--- config.mk ---
export PLATFORM = sky130hd
export DESIGN_NAME = bba_ctrl
export DESIGN_NICKNAME = d
export VERILOG_FILES = /design/src/hw/rtl/bba_pkg.sv /design/src/hw/rtl/bba_ctrl.sv
export VERILOG_INCLUDE_DIRS = /design/src /design/src/hw/rtl
export SDC_FILE = /design/constraint.sdc
export NUM_CORES = 1
export LEC_CHECK = 0
export ABC_AREA = 0
export BUFFER_PORTS_ARGS = -buffer_cell sky130_fd_sc_hd__buf_2
export CAP_MARGIN = 20
export CORE_AREA = 2 2 39 41
export CTS_BUF_LIST = sky130_fd_sc_hd__clkbuf_2 sky130_fd_sc_hd__clkbuf_4 sky130_fd_sc_hd__clkbuf_8
export DETAILED_ROUTE_END_ITERATION = 6
export DIE_AREA = 0 0 41 43
export MAX_ROUTING_LAYER = met4
export PLACE_DENSITY = 0.59
export SYNTH_ARGS = -nofsm -noshare
export SYNTH_HDL_FRONTEND = slang
export SYNTH_SLANG_ARGS = --single-unit
--- constraint.sdc ---
create_clock -name clk -period 1.3 [get_ports clk]
set_clock_uncertainty 0.2 [all_clocks]
set_input_delay 0.26 -clock clk [delete_from_list [all_inputs] [get_ports clk]]
set_output_delay 0.26 -clock clk [all_outputs]
set_load 0.05 [all_outputs]
--- src/hw/rtl/bitmap_block_allocator_top_macros.svh ---
// Assertion macros shared by the allocator modules.
// Each macro expands to a labeled concurrent assertion in simulation and
// to nothing in synthesis.
`ifndef BITMAP_BLOCK_ALLOCATOR_TOP_MACROS_SVH
`define BITMAP_BLOCK_ALLOCATOR_TOP_MACROS_SVH

`ifndef SYNTHESIS
// Same-cycle implication.
`define BBA_ASSERT_IMP(label, clk, rst, ante, cons) \
  label: assert property (@(posedge clk) disable iff (rst) (ante) |-> (cons)) \
    else $error("bitmap allocator check failed");
// Next-cycle implication.
`define BBA_ASSERT_NXT(label, clk, rst, ante, cons) \
  label: assert property (@(posedge clk) disable iff (rst) (ante) |=> (cons)) \
    else $error("bitmap allocator check failed");
`else
`define BBA_ASSERT_IMP(label, clk, rst, ante, cons)
`define BBA_ASSERT_NXT(label, clk, rst, ante, cons)
`endif

`endif

--- src/hw/rtl/bba_pkg.sv ---
`timescale 1ns / 1ps

package bba_pkg;

  localparam int CFG_IDX_W  = 2;
  localparam int CFG_DATA_W = 18;

  localparam logic [CFG_IDX_W-1:0] CFG_BLOCKS_PER_GROUP = 2'd0;
  localparam logic [CFG_IDX_W-1:0] CFG_BLOCKS_TOTAL     = 2'd1;
  localparam logic [CFG_IDX_W-1:0] CFG_FIRST_DATA_BLOCK = 2'd2;

  localparam logic [13:0] RST_BLOCKS_PER_GROUP = 14'd8192;
  localparam logic [17:0] RST_BLOCKS_TOTAL     = 18'd131072;
  localparam logic        RST_FIRST_DATA_BLOCK = 1'b1;

  localparam logic [1:0] REQ_LOAD_BYTE  = 2'd0;
  localparam logic [1:0] REQ_ALLOCATE   = 2'd1;
  localparam logic [1:0] REQ_LOAD_COUNT = 2'd2;

  localparam logic [1:0] ST_LOAD_DONE = 2'd0;
  localparam logic [1:0] ST_ALLOCATED = 2'd1;
  localparam logic [1:0] ST_NO_SPACE  = 2'd2;

  localparam logic [7:0] FULL_BYTE = 8'hff;

  typedef struct packed {
    logic [1:0]  req_type;
    logic [3:0]  group_index;
    logic [9:0]  byte_index;
    logic [17:0] load_value;
    logic        count_is_total;
  } in_word_t;

  typedef struct packed {
    logic [1:0]  status;
    logic [17:0] block_number;
    logic [17:0] free_total;
  } out_word_t;

  typedef enum logic [2:0] {
    S_IDLE,
    S_EXEC,
    S_GROUP,
    S_READ,
    S_CHECK,
    S_FINISH
  } state_t;

  typedef struct packed {
    logic take_in;
    logic do_load;
    logic scan_start;
    logic group_next;
    logic byte_next;
    logic commit;
    logic set_nospace;
    logic out_load;
  } cmd_t;

  typedef struct packed {
    logic [1:0] req_type;
    logic       group_ok;
    logic       byte_found;
    logic       last_byte;
    logic       out_busy;
  } sts_t;

endpackage

--- src/hw/rtl/bba_ctrl.sv ---
`timescale 1ns / 1ps
`include "bitmap_block_allocator_top_macros.svh"

module bba_ctrl (
  input  logic          clk,
  input  logic          rst,
  input  logic          in_valid,
  output logic          in_stall,
  input  bba_pkg::sts_t sts,
  output bba_pkg::cmd_t cmd
);

  bba_pkg::state_t state, state_next;

  always_ff @(posedge clk) begin
    if (rst) begin
      state <= bba_pkg::S_IDLE;
    end else begin
      state <= state_next;
    end
  end

  always_comb begin
    state_next = state;
    cmd        = '0;
    in_stall   = 1'b1;
    unique case (state)
      bba_pkg::S_IDLE: begin
        in_stall = 1'b0;
        if (in_valid) begin
          cmd.take_in = 1'b1;
          state_next  = bba_pkg::S_EXEC;
        end
      end
      bba_pkg::S_EXEC: begin
        if (sts.req_type == bba_pkg::REQ_ALLOCATE) begin
          cmd.scan_start = 1'b1;
          state_next     = bba_pkg::S_GROUP;
        end else begin
          cmd.do_load = 1'b1;
          state_next  = bba_pkg::S_FINISH;
        end
      end
      bba_pkg::S_GROUP: begin
        if (sts.group_ok) begin
          state_next = bba_pkg::S_READ;
        end else begin
          cmd.set_nospace = 1'b1;
          state_next      = bba_pkg::S_FINISH;
        end
      end
      bba_pkg::S_READ: begin
        state_next = bba_pkg::S_CHECK;
      end
      bba_pkg::S_CHECK: begin
        priority if (sts.byte_found) begin
          cmd.commit = 1'b1;
          state_next = bba_pkg::S_FINISH;
        end else if (sts.last_byte) begin
          cmd.group_next = 1'b1;
          state_next     = bba_pkg::S_GROUP;
        end else begin
          cmd.byte_next = 1'b1;
          state_next    = bba_pkg::S_READ;
        end
      end
      bba_pkg::S_FINISH: begin
        if (!sts.out_busy) begin
          cmd.out_load = 1'b1;
          state_next   = bba_pkg::S_IDLE;
        end
      end
      default: begin
        state_next = bba_pkg::S_IDLE;
      end
    endcase
  end

  `BBA_ASSERT_IMP(a_one_cmd, clk, rst, 1'b1, $onehot0({cmd.take_in, cmd.do_load, cmd.scan_start, cmd.group_next, cmd.byte_next, cmd.commit, cmd.set_nospace, cmd.out_load}))
  `BBA_ASSERT_IMP(a_commit_in_range, clk, rst, cmd.commit, sts.group_ok)

endmodule

==> results_dict.tcl, run 1 <==
set metrics [dict create \
    synth_top_family_by_area "simple AND/OR/NAND/NOR gates" \
    yosys.area_share.adder 0 \
    timing.slew.headroom 0.8647 \
    timing_max_transition_violations_final 0 \
    num_antenna_cells 0 \
    ir_drop_uv 438.5 \
    hold_class "in -> reg" \
    area_growth_pct 134.2 \
    pwr-share-clk 0.284 \
    synth_xor_area_frac 0 \
    timing.final.crit_share 1.374 \
    first_iter_violations 6 \
    p_sw_mw 0.2414 \
    gp_congestion 0.7242 \
    yosysSeqAreaShare 0.1975 \
    pwr-share-comb 0.535 \
    die_w_microns 41 \
    powerDensity_mw_per_mm2 923.3 \
    largest_reg_flops 3 \
    place_area_sq_um 555.5 \
    post-route-cell-area_sq_um 711.9 \
    syn_area_sq_um 304.0 \
    power_leakage_nw 0.3165 \
    syn_inst 38 \
    cts_buffers 3 \
    synth_flop_cell "dfxtp_1" \
    cp-end-kind "output port" \
    dieArea_sq_mm 0.001763 \
    synth_fp_nets 47 \
    cp-start-kind "register" \
    synth_mux_area_frac 0 \
    vias 406 \
    die_h_microns 43 \
    setup_viol 12 \
    cts_sinks 3 \
    clock-root-buffer "clkbuf_4" \
    finalHoldViolations 0 \
    regMostFlops "state" \
    rsz0062_at_grt "yes" \
    wl_per_cell_microns 10.20 \
    h-tree-depth 1 \
    grt_pass1_wl_mm 1.545 \
    synth_cell_type_count 23 \
    cts-hold-fix-buffers 0 \
    port_buffers 17 \
    place_ws_ns -0.3342 \
    start_util 0.2197 \
    num_rows 14 \
    period_needed_ns 1.786 \
    worstMarginPinSlew_ns 0.2008 \
    ys_ff_latch 3 \
    pwr-share-seq 0.182 \
    clockBufferDepth 2 \
    cp-endpoint "cmd[3]" \
    clk_latency_ns 0.23 \
    grt.total_usage 0.1345 \
    ioPinCount 18 \
    yosys_warnings 0 \
    reg2reg_depth 4 \
    overflow 0 \
    synthSimpleGateAreaFrac 0.4815 \
    criticalPathCategory "reg -> out" \
    worstPathRequired_ns 0.84 \
    reg.largest.list "state: 3 flops" \
    antenna_left 0 \
    core_sq_mm 0.001384 \
    async_reset_ff_frac 0 \
    firstDrtPassIters 4 \
    swShare 0.3672 \
    clk_pin_slew_ns 0.04 \
    violations "setup timing" \
    startpoint "state[1]" \
    rrSetupSlack_ns -0.21 \
    fmax_mhz 559.8 \
    synth_compound_area_frac 0.2469 \
    status "complete, but fails checks" \
    drc_errors 0 \
    r2r_start "state[2]" \
    syn_avg_cell_area_sq_um 8.001 \
    setup_slack_ns -0.4862 \
    dp_hpwl_microns 702 \
    grt_max_degree 8 \
    grt_pass1_vias 396 \
    antenna_found_initial 0 \
    cp_max_fo 4 \
    drt_wl_total_microns 918 \
    cts_tree "done" \
    internal_power_mw 0.4160 \
    nets 84 \
    drv_cap 0 \
    rr_endpoint "state[2]" \
    cp_data_arrival_time_ns 1.33 \
    vias_per_cell 4.511 \
    synth_edf_count 0 \
    drive_above_1_share 0.7703 \
]
## layout by cell type (no fill, tap or decap), drive strengths merged
cell type / count
a211oi: 1
a21o: 1
a21oi: 1
a311oi: 1
a31oi: 1
and2b: 2
and3: 1
buf: 33
clkbuf: 4
dfxtp: 3
inv: 4
nand2: 1
nand2b: 3
nand3b: 2
nand4b: 1
nor2: 5
nor2b: 2
nor3b: 2
o21a: 1
o21ai: 1
o21bai: 1
o32a: 1
or3: 2
## area by class of cell
class                           count  area (sq um)
Clock buffer                        4         30.03
Fill cell                         130         671.9
Sequential cell                     3         66.31
Inverter                            4         17.52
Multi-Input combinational cell     30         294.0
Timing Repair Buffer               33         284.0
Tap cell                           16         20.02
## stage by stage
stage          utilization  hold WS (ns)  total power, mW  TNS, ns  cells
3_3_place_gp        0.4014        0.3449           0.3940   -2.318     82
5_1_grt             0.5145        0.1161           0.6910   -4.779     90
3_5_place_dp        0.4014        0.3530           0.3956   -2.428     82
4_1_cts             0.4973        0.1099           0.6469   -4.224     89
6_report            0.5145        0.1133           0.6574   -4.282     90
2_1_floorplan            -        0.2394           0.3088   -1.480     38
## kinds of logic after synthesis
| family | after synthesis |
|---|---|
| AND/OR/NAND/NOR | 21 |
| buffers and inverters | 5 |
| flip-flops | 3 |
| AO/OA/AOI/OAI | 9 |
## layer usage
metal | track usage | routed length [microns]
met5 | - | 0
met4 | 0.1000 | 19
met3 | 0.03141 | 44
met2 | 0.1969 | 477
met1 | 0.1502 | 377
## Yosys cell counts (2+ instances only)
| cell | number | share of area |
|---|---|---|
| nand3b_1 | 2 | 0.049 |
| nand2b_1 | 2 | 0.041 |
| nor2_1 | 5 | 0.062 |
| inv_1 | 4 | 0.049 |
| nor2b_1 | 2 | 0.041 |
| and2b_2 | 2 | 0.058 |
| dfxtp_1 | 3 | 0.20 |
| nor3b_1 | 2 | 0.049 |
| or3_4 | 2 | 0.074 |
## what timing repair did
item | CTS | global route
endpoints found under the setup margin | 12 | 12
gates cloned | 0 | 0
gates resized for setup | 25 | 6
setup buffers | 3 | 3
pin swaps | 2 | 5
endpoints found under the hold margin | 0 | 0
## worst max-delay path: stages (launching register included)
cell	delay (ns)
dfxtp_2	0.32
nand2b_4	0.13
or3_4	0.37
nor2_4	0.12
buf_6	0.15
## worst min-delay path by stage
stage	start	end	slack, ns	cells after the start
after CTS	rst	state[1]	0.11	3
after global placement	rst	state[1]	0.34	3
after global routing	rst	state[0]	0.12	3
final	rst	state[0]	0.11	3
after detailed placement	rst	state[1]	0.35	3
after floorplan	rst	state[1]	0.24	2
## power groups by stage
stage	combinational [mW]	clock, mW	sequential [mW]
floorplan	0.194	0	0.115
global placement	0.275	0	0.119
CTS	0.339	0.191	0.118
detailed placement	0.277	0	0.119
global route	0.374	0.196	0.121
finish	0.352	0.186	0.119
Power figures use the tool's default switching activity.
==> run 2, diff against run 1 <==
==> constraint.sdc (replaced) <==
create_clock -name clk -period 1.3 [get_ports clk]
set_clock_uncertainty 0.2 [all_clocks]
set_input_delay 0.065 -clock clk [delete_from_list [all_inputs] [get_ports clk]]
set_output_delay 0.065 -clock clk [all_outputs]
set_load 0.05 [all_outputs]
==> results_dict.tcl, run 2 (synthesis results as in run 1) <==
set metrics [dict create \
    status "complete, but fails checks" \
    violations "setup timing" \
    reg2reg_depth 4 \
    fill_cells 132 \
    dp_hpwl_microns 668.5 \
    grt_pass1_wl_mm 1.407 \
    overflow 0 \
    r2r_start "state[0]" \
    setup_viol 12 \
    crit_family "simple AND/OR/NAND/NOR gates" \
    ioPinCount 18 \
    cp-start-kind "register" \
    timing.slew.headroom 0.8563 \
    num_antenna_cells 0 \
    postLayoutCoreUtil 0.5081 \
    grt.total_usage 0.1254 \
    period_needed_ns 1.582 \
    core_sq_mm 0.001384 \
    timing.final.crit_share 1.217 \
    firstDrtPassIters 4 \
    largest_reg_flops 3 \
    path_cells "nand2b_4 > or3_4 > nor2_4 > buf_6" \
    multiInputGateArea_sq_um 300.3 \
    timing_max_transition_violations_final 0 \
    antenna_found_initial 0 \
    hold_class "in -> reg" \
    area_growth_pct 131.3 \
    clk_latency_ns 0.23 \
    startpoint "state[1]" \
    reg.largest.list "state: 3 flops" \
    fmax_mhz 632.1 \
    num_rows 14 \
    rsz0062_at_grt "yes" \
    drt_wl_total_mm 1.013 \
    rrSetupSlack_ns -0.17 \
    antenna_left 0 \
    cp-endpoint "cmd[3]" \
    grt_pass1_vias 368 \
    clk_pin_slew_ns 0.04 \
    worstPathRequired_ns 1.03 \
    regMostFlops "state" \
    regArea_sq_um 68.82 \
    die_w_microns 41 \
    setup_slack_ns -0.2820 \
    cts_buffers 3 \
    wl_per_cell_microns 11.64 \
    die_h_microns 43 \
    crit_buf_inv 1 \
    h-tree-depth 1 \
    gp_congestion 0.7505 \
    cp-end-kind "output port" \
    worstMarginPinSlew_ns 0.2132 \
    finalHoldViolations 0 \
    port_buffers 17 \
    path_depth 4 \
    clock-root-buffer "clkbuf_4" \
    rr_endpoint "state[0]" \
    nets 81 \
    vias_per_cell 4.529 \
    power_leakage_nw 0.3080 \
    start_util 0.2197 \
    clockBufferDepth 2 \
    drc_errors 0 \
    vias 394 \
    dieArea_sq_mm 0.001763 \
    ir_drop_uv 418.0 \
    hold_path_startpoint "sts[5]" \
    first_iter_violations 8 \
    critPathMaxStageDelay_ns 0.36 \
    grt_max_degree 8 \
    slowest_stage "or3_4" \
    criticalPathCategory "reg -> out" \
    place_ws_ns -0.1248 \
    post-route-cell-area_sq_um 703.2 \
    cp_data_arrival_time_ns 1.32 \
    drive_above_1_share 0.7183 \
    place_area_sq_um 503.0 \
    cts_sinks 3 \
    cts_tree "done" \
    layout_common_cells "buf_2 (8), buf_4 (8), buf_6 (7)" \
    powerDensity_mw_per_mm2 919.6 \
    drv_cap 0 \
    cp_max_fo 4 \
]
[run 2: cell count changes in the layout (fill, tap and decap cells not counted), sizes merged]
cell	delta
buf	-6
dlygate4sd3	+3
[run 2: routing by layer]
metal  vias to the layer above  track usage  routed length (microns)
met5                         -            -                        0
met1                       180       0.1282                      391
met3                         2      0.04712                       47
met4                         0      0.08000                       13
li1                        199            -                        -
met2                        13       0.1906                      560
[run 2: worst min-delay path by stage]
stage	cells after the start	to	slack (ns)
floorplan	1	cmd[3]	-0.01
global placement	3	state[1]	0.16
detailed placement	3	state[1]	0.16
CTS	4	state[1]	0.04
global route	4	state[1]	0.06
finish	4	state[1]	0.04
[run 2: layout make-up]
type / instances / share of cell area
Tap cell: 16 / 0.02847
Clock buffer: 4 / 0.04270
Sequential cell: 3 / 0.09786
Multi-Input combinational cell: 30 / 0.4270
Timing Repair Buffer: 30 / 0.3826
Inverter: 4 / 0.02135
[run 2: worst min-delay path: stages]
cell and delay (ns):
buf_2 0.08, nand4b_1 0.12, buf_4 0.11, a31oi_2 0.06
[run 2: where the power goes]
part | switching (mW) | total (mW) | internal (mW)
Combinational | 0.176 | 0.346 | 0.170
Clock | 0.0458 | 0.181 | 0.136
Sequential | 0.0159 | 0.119 | 0.103
[run 2: metrics by stage]
step | total power, mW | instances | setup TNS (ns) | hold WS, ns
global placement | 0.3635 | 77 | -0.5146 | 0.1616
floorplan | 0.2964 | 38 | -0.4746 | -0.01118
finish | 0.6466 | 87 | -2.040 | 0.04082
CTS | 0.6194 | 87 | -2.431 | 0.03616
detailed placement | 0.3664 | 77 | -0.5312 | 0.1633
global route | 0.6913 | 87 | -2.660 | 0.05661
[run 2: repair_timing]
item	CTS	global route
gates cloned	0	0
setup endpoints to repair	12	12
pin swaps	1	5
hold endpoints to repair	3	0
gates resized for setup	25	9
buffers inserted	3	1
hold buffers	3	0
==> run 3, diff against run 2 <==
--- a/config.mk
+++ b/config.mk
@@ -8,12 +8,11 @@
 export LEC_CHECK = 0
 export ABC_AREA = 0
 export BUFFER_PORTS_ARGS = -buffer_cell sky130_fd_sc_hd__buf_2
-export CAP_MARGIN = 20
+export CAP_MARGIN = 10
 export CORE_AREA = 2 2 39 41
 export CTS_BUF_LIST = sky130_fd_sc_hd__clkbuf_2 sky130_fd_sc_hd__clkbuf_4 sky130_fd_sc_hd__clkbuf_8
 export DETAILED_ROUTE_END_ITERATION = 6
 export DIE_AREA = 0 0 41 43
-export MAX_ROUTING_LAYER = met4
 export PLACE_DENSITY = 0.59
 export SYNTH_ARGS = -nofsm -noshare
 export SYNTH_HDL_FRONTEND = slang
==> results_dict.tcl, run 3 (synthesis results as in run 1) <==
set metrics [dict create \
    power_leakage_nw 0.3080 \
    period_needed_ns 1.582 \
    reg.largest.list "state: 3 flops" \
    antenna_found_initial 0 \
    rsz0062_at_grt "yes" \
    port_buffers 17 \
    reg2reg_depth 4 \
    cts_sinks 3 \
    num_rows 14 \
    setup_slack_ns -0.2820 \
    clock-root-buffer "clkbuf_4" \
    drive_above_1_share 0.7183 \
    ioPinCount 18 \
    total_power_mw 0.6466 \
    cp_max_fo 4 \
    ir_drop_uv 418.0 \
    drt_wl_total_mm 1.013 \
    post-route-cell-area_sq_um 703.2 \
    final.setup.tns_ns -2.041 \
    finalHoldViolations 0 \
    largest_reg_flops 3 \
    firstDrtPassIters 4 \
    violations "setup timing" \
    vias 394 \
    regMostFlops "state" \
    cts_tree "done" \
    timing.final.crit_share 1.217 \
    drv_cap 0 \
    cp-end-kind "output port" \
    start_util 0.2197 \
    powerDensity_mw_per_mm2 919.6 \
    setup_viol 12 \
    area_growth_pct 131.3 \
    rr_endpoint "state[0]" \
    hold_path_startpoint "sts[5]" \
    num_antenna_cells 0 \
    postLayoutCoreUtil 0.5081 \
    first_iter_violations 9 \
    antenna_left 0 \
    place_area_sq_um 503.0 \
    die_h_microns 43 \
    gp_congestion 0.7413 \
    dieArea_sq_mm 0.001763 \
    drc_errors 0 \
    grt_pass1_wl_mm 1.407 \
    cp-start-kind "register" \
    hold_end "state[1]" \
    rrSetupSlack_ns -0.17 \
    worstMarginPinSlew_ns 0.2132 \
    multiInputGateArea_sq_um 300.3 \
    r2r_start "state[0]" \
    worstPathRequired_ns 1.03 \
    fill_cells 132 \
    whs_ns 0.04080 \
    regArea_sq_um 68.82 \
    cts_buffers 3 \
    nets 81 \
    layout_common_cells "buf_2 (8), buf_4 (8), buf_6 (7)" \
    status "complete, but fails checks" \
    grt_max_degree 8 \
    critPathMaxStageDelay_ns 0.36 \
    clk_pin_slew_ns 0.04 \
    slowest_stage "or3_4" \
    vias_per_cell 4.529 \
    overflow 0 \
    holdPathStages 4 \
    path_cells "nand2b_4 > or3_4 > nor2_4 > buf_6" \
    hold_class "in -> reg" \
    timing_max_transition_violations_final 0 \
    fmax_mhz 632.1 \
    h-tree-depth 1 \
    clk_latency_ns 0.23 \
    grt_pass1_vias 369 \
    wl_per_cell_microns 11.64 \
    die_w_microns 41 \
    clockBufferDepth 2 \
    cp_data_arrival_time_ns 1.32 \
    dp_hpwl_microns 668.5 \
    core_sq_mm 0.001384 \
    grt.total_usage 0.1224 \
    criticalPathCategory "reg -> out" \
    timing.slew.headroom 0.8563 \
]
-- run 3: cell counts in the layout (fill, tap and decap cells not counted) --
Identical to the previous run, type by type.
-- run 3: worst max path at each step --
stage / from / endpoint / slack, ns / depth (start not counted)
floorplan: state[1] / cmd[3] / -0.09 / 3
global placement: state[1] / cmd[4] / -0.11 / 4
detailed placement: state[1] / cmd[3] / -0.12 / 4
CTS: state[1] / cmd[3] / -0.29 / 4
global route: state[1] / cmd[3] / -0.33 / 4
finish: state[1] / cmd[3] / -0.28 / 4
-- run 3: final cells by class --
| type | count | area share |
|---|---|---|
| clock buffers | 4 | 0.04270 |
| multi-input cells | 30 | 0.4270 |
| well taps | 16 | 0.02847 |
| repair buffers | 30 | 0.3826 |
| flip-flops and latches | 3 | 0.09786 |
| inverters | 4 | 0.02135 |
-- run 3: timing repair --
item                       in CTS  in global routing
hold endpoints to repair        3                  0
setup buffers                   3                  1
hold buffers                    3                  0
pin swaps                       1                  5
gates resized for setup        25                  9
setup endpoints to repair      12                 12
-- run 3: worst max-delay path: cells and delay by family (launching register included) --
kind          cells  cell delay, ns
flops             1            0.32
buf+inv           1            0.16
simple gates      3            0.59
-- run 3: metal layers --
| metal | global-route usage | vias to the layer above | routed length (microns) |
|---|---|---|---|
| li1 | - | 199 | - |
| met1 | 0.1282 | 180 | 391 |
| met2 | 0.1906 | 13 | 567 |
| met3 | 0.04712 | 2 | 46 |
| met4 | 0.08000 | 0 | 7 |
| met5 | 0 | - | 0 |
-- run 3: per-stage QoR --
stage / worst slack (ns) / std cells
2_1_floorplan: -0.08712 / 38
3_3_place_gp: -0.1125 / 77
3_5_place_dp: -0.1248 / 77
4_1_cts: -0.2886 / 87
5_1_grt: -0.3281 / 87
6_report: -0.2820 / 87
-- run 3: power by group --
group | switching (mW) | internal (mW)
registers | 0.0159 | 0.103
clock network | 0.0458 | 0.136
logic | 0.176 | 0.170
total | 0.238 | 0.409
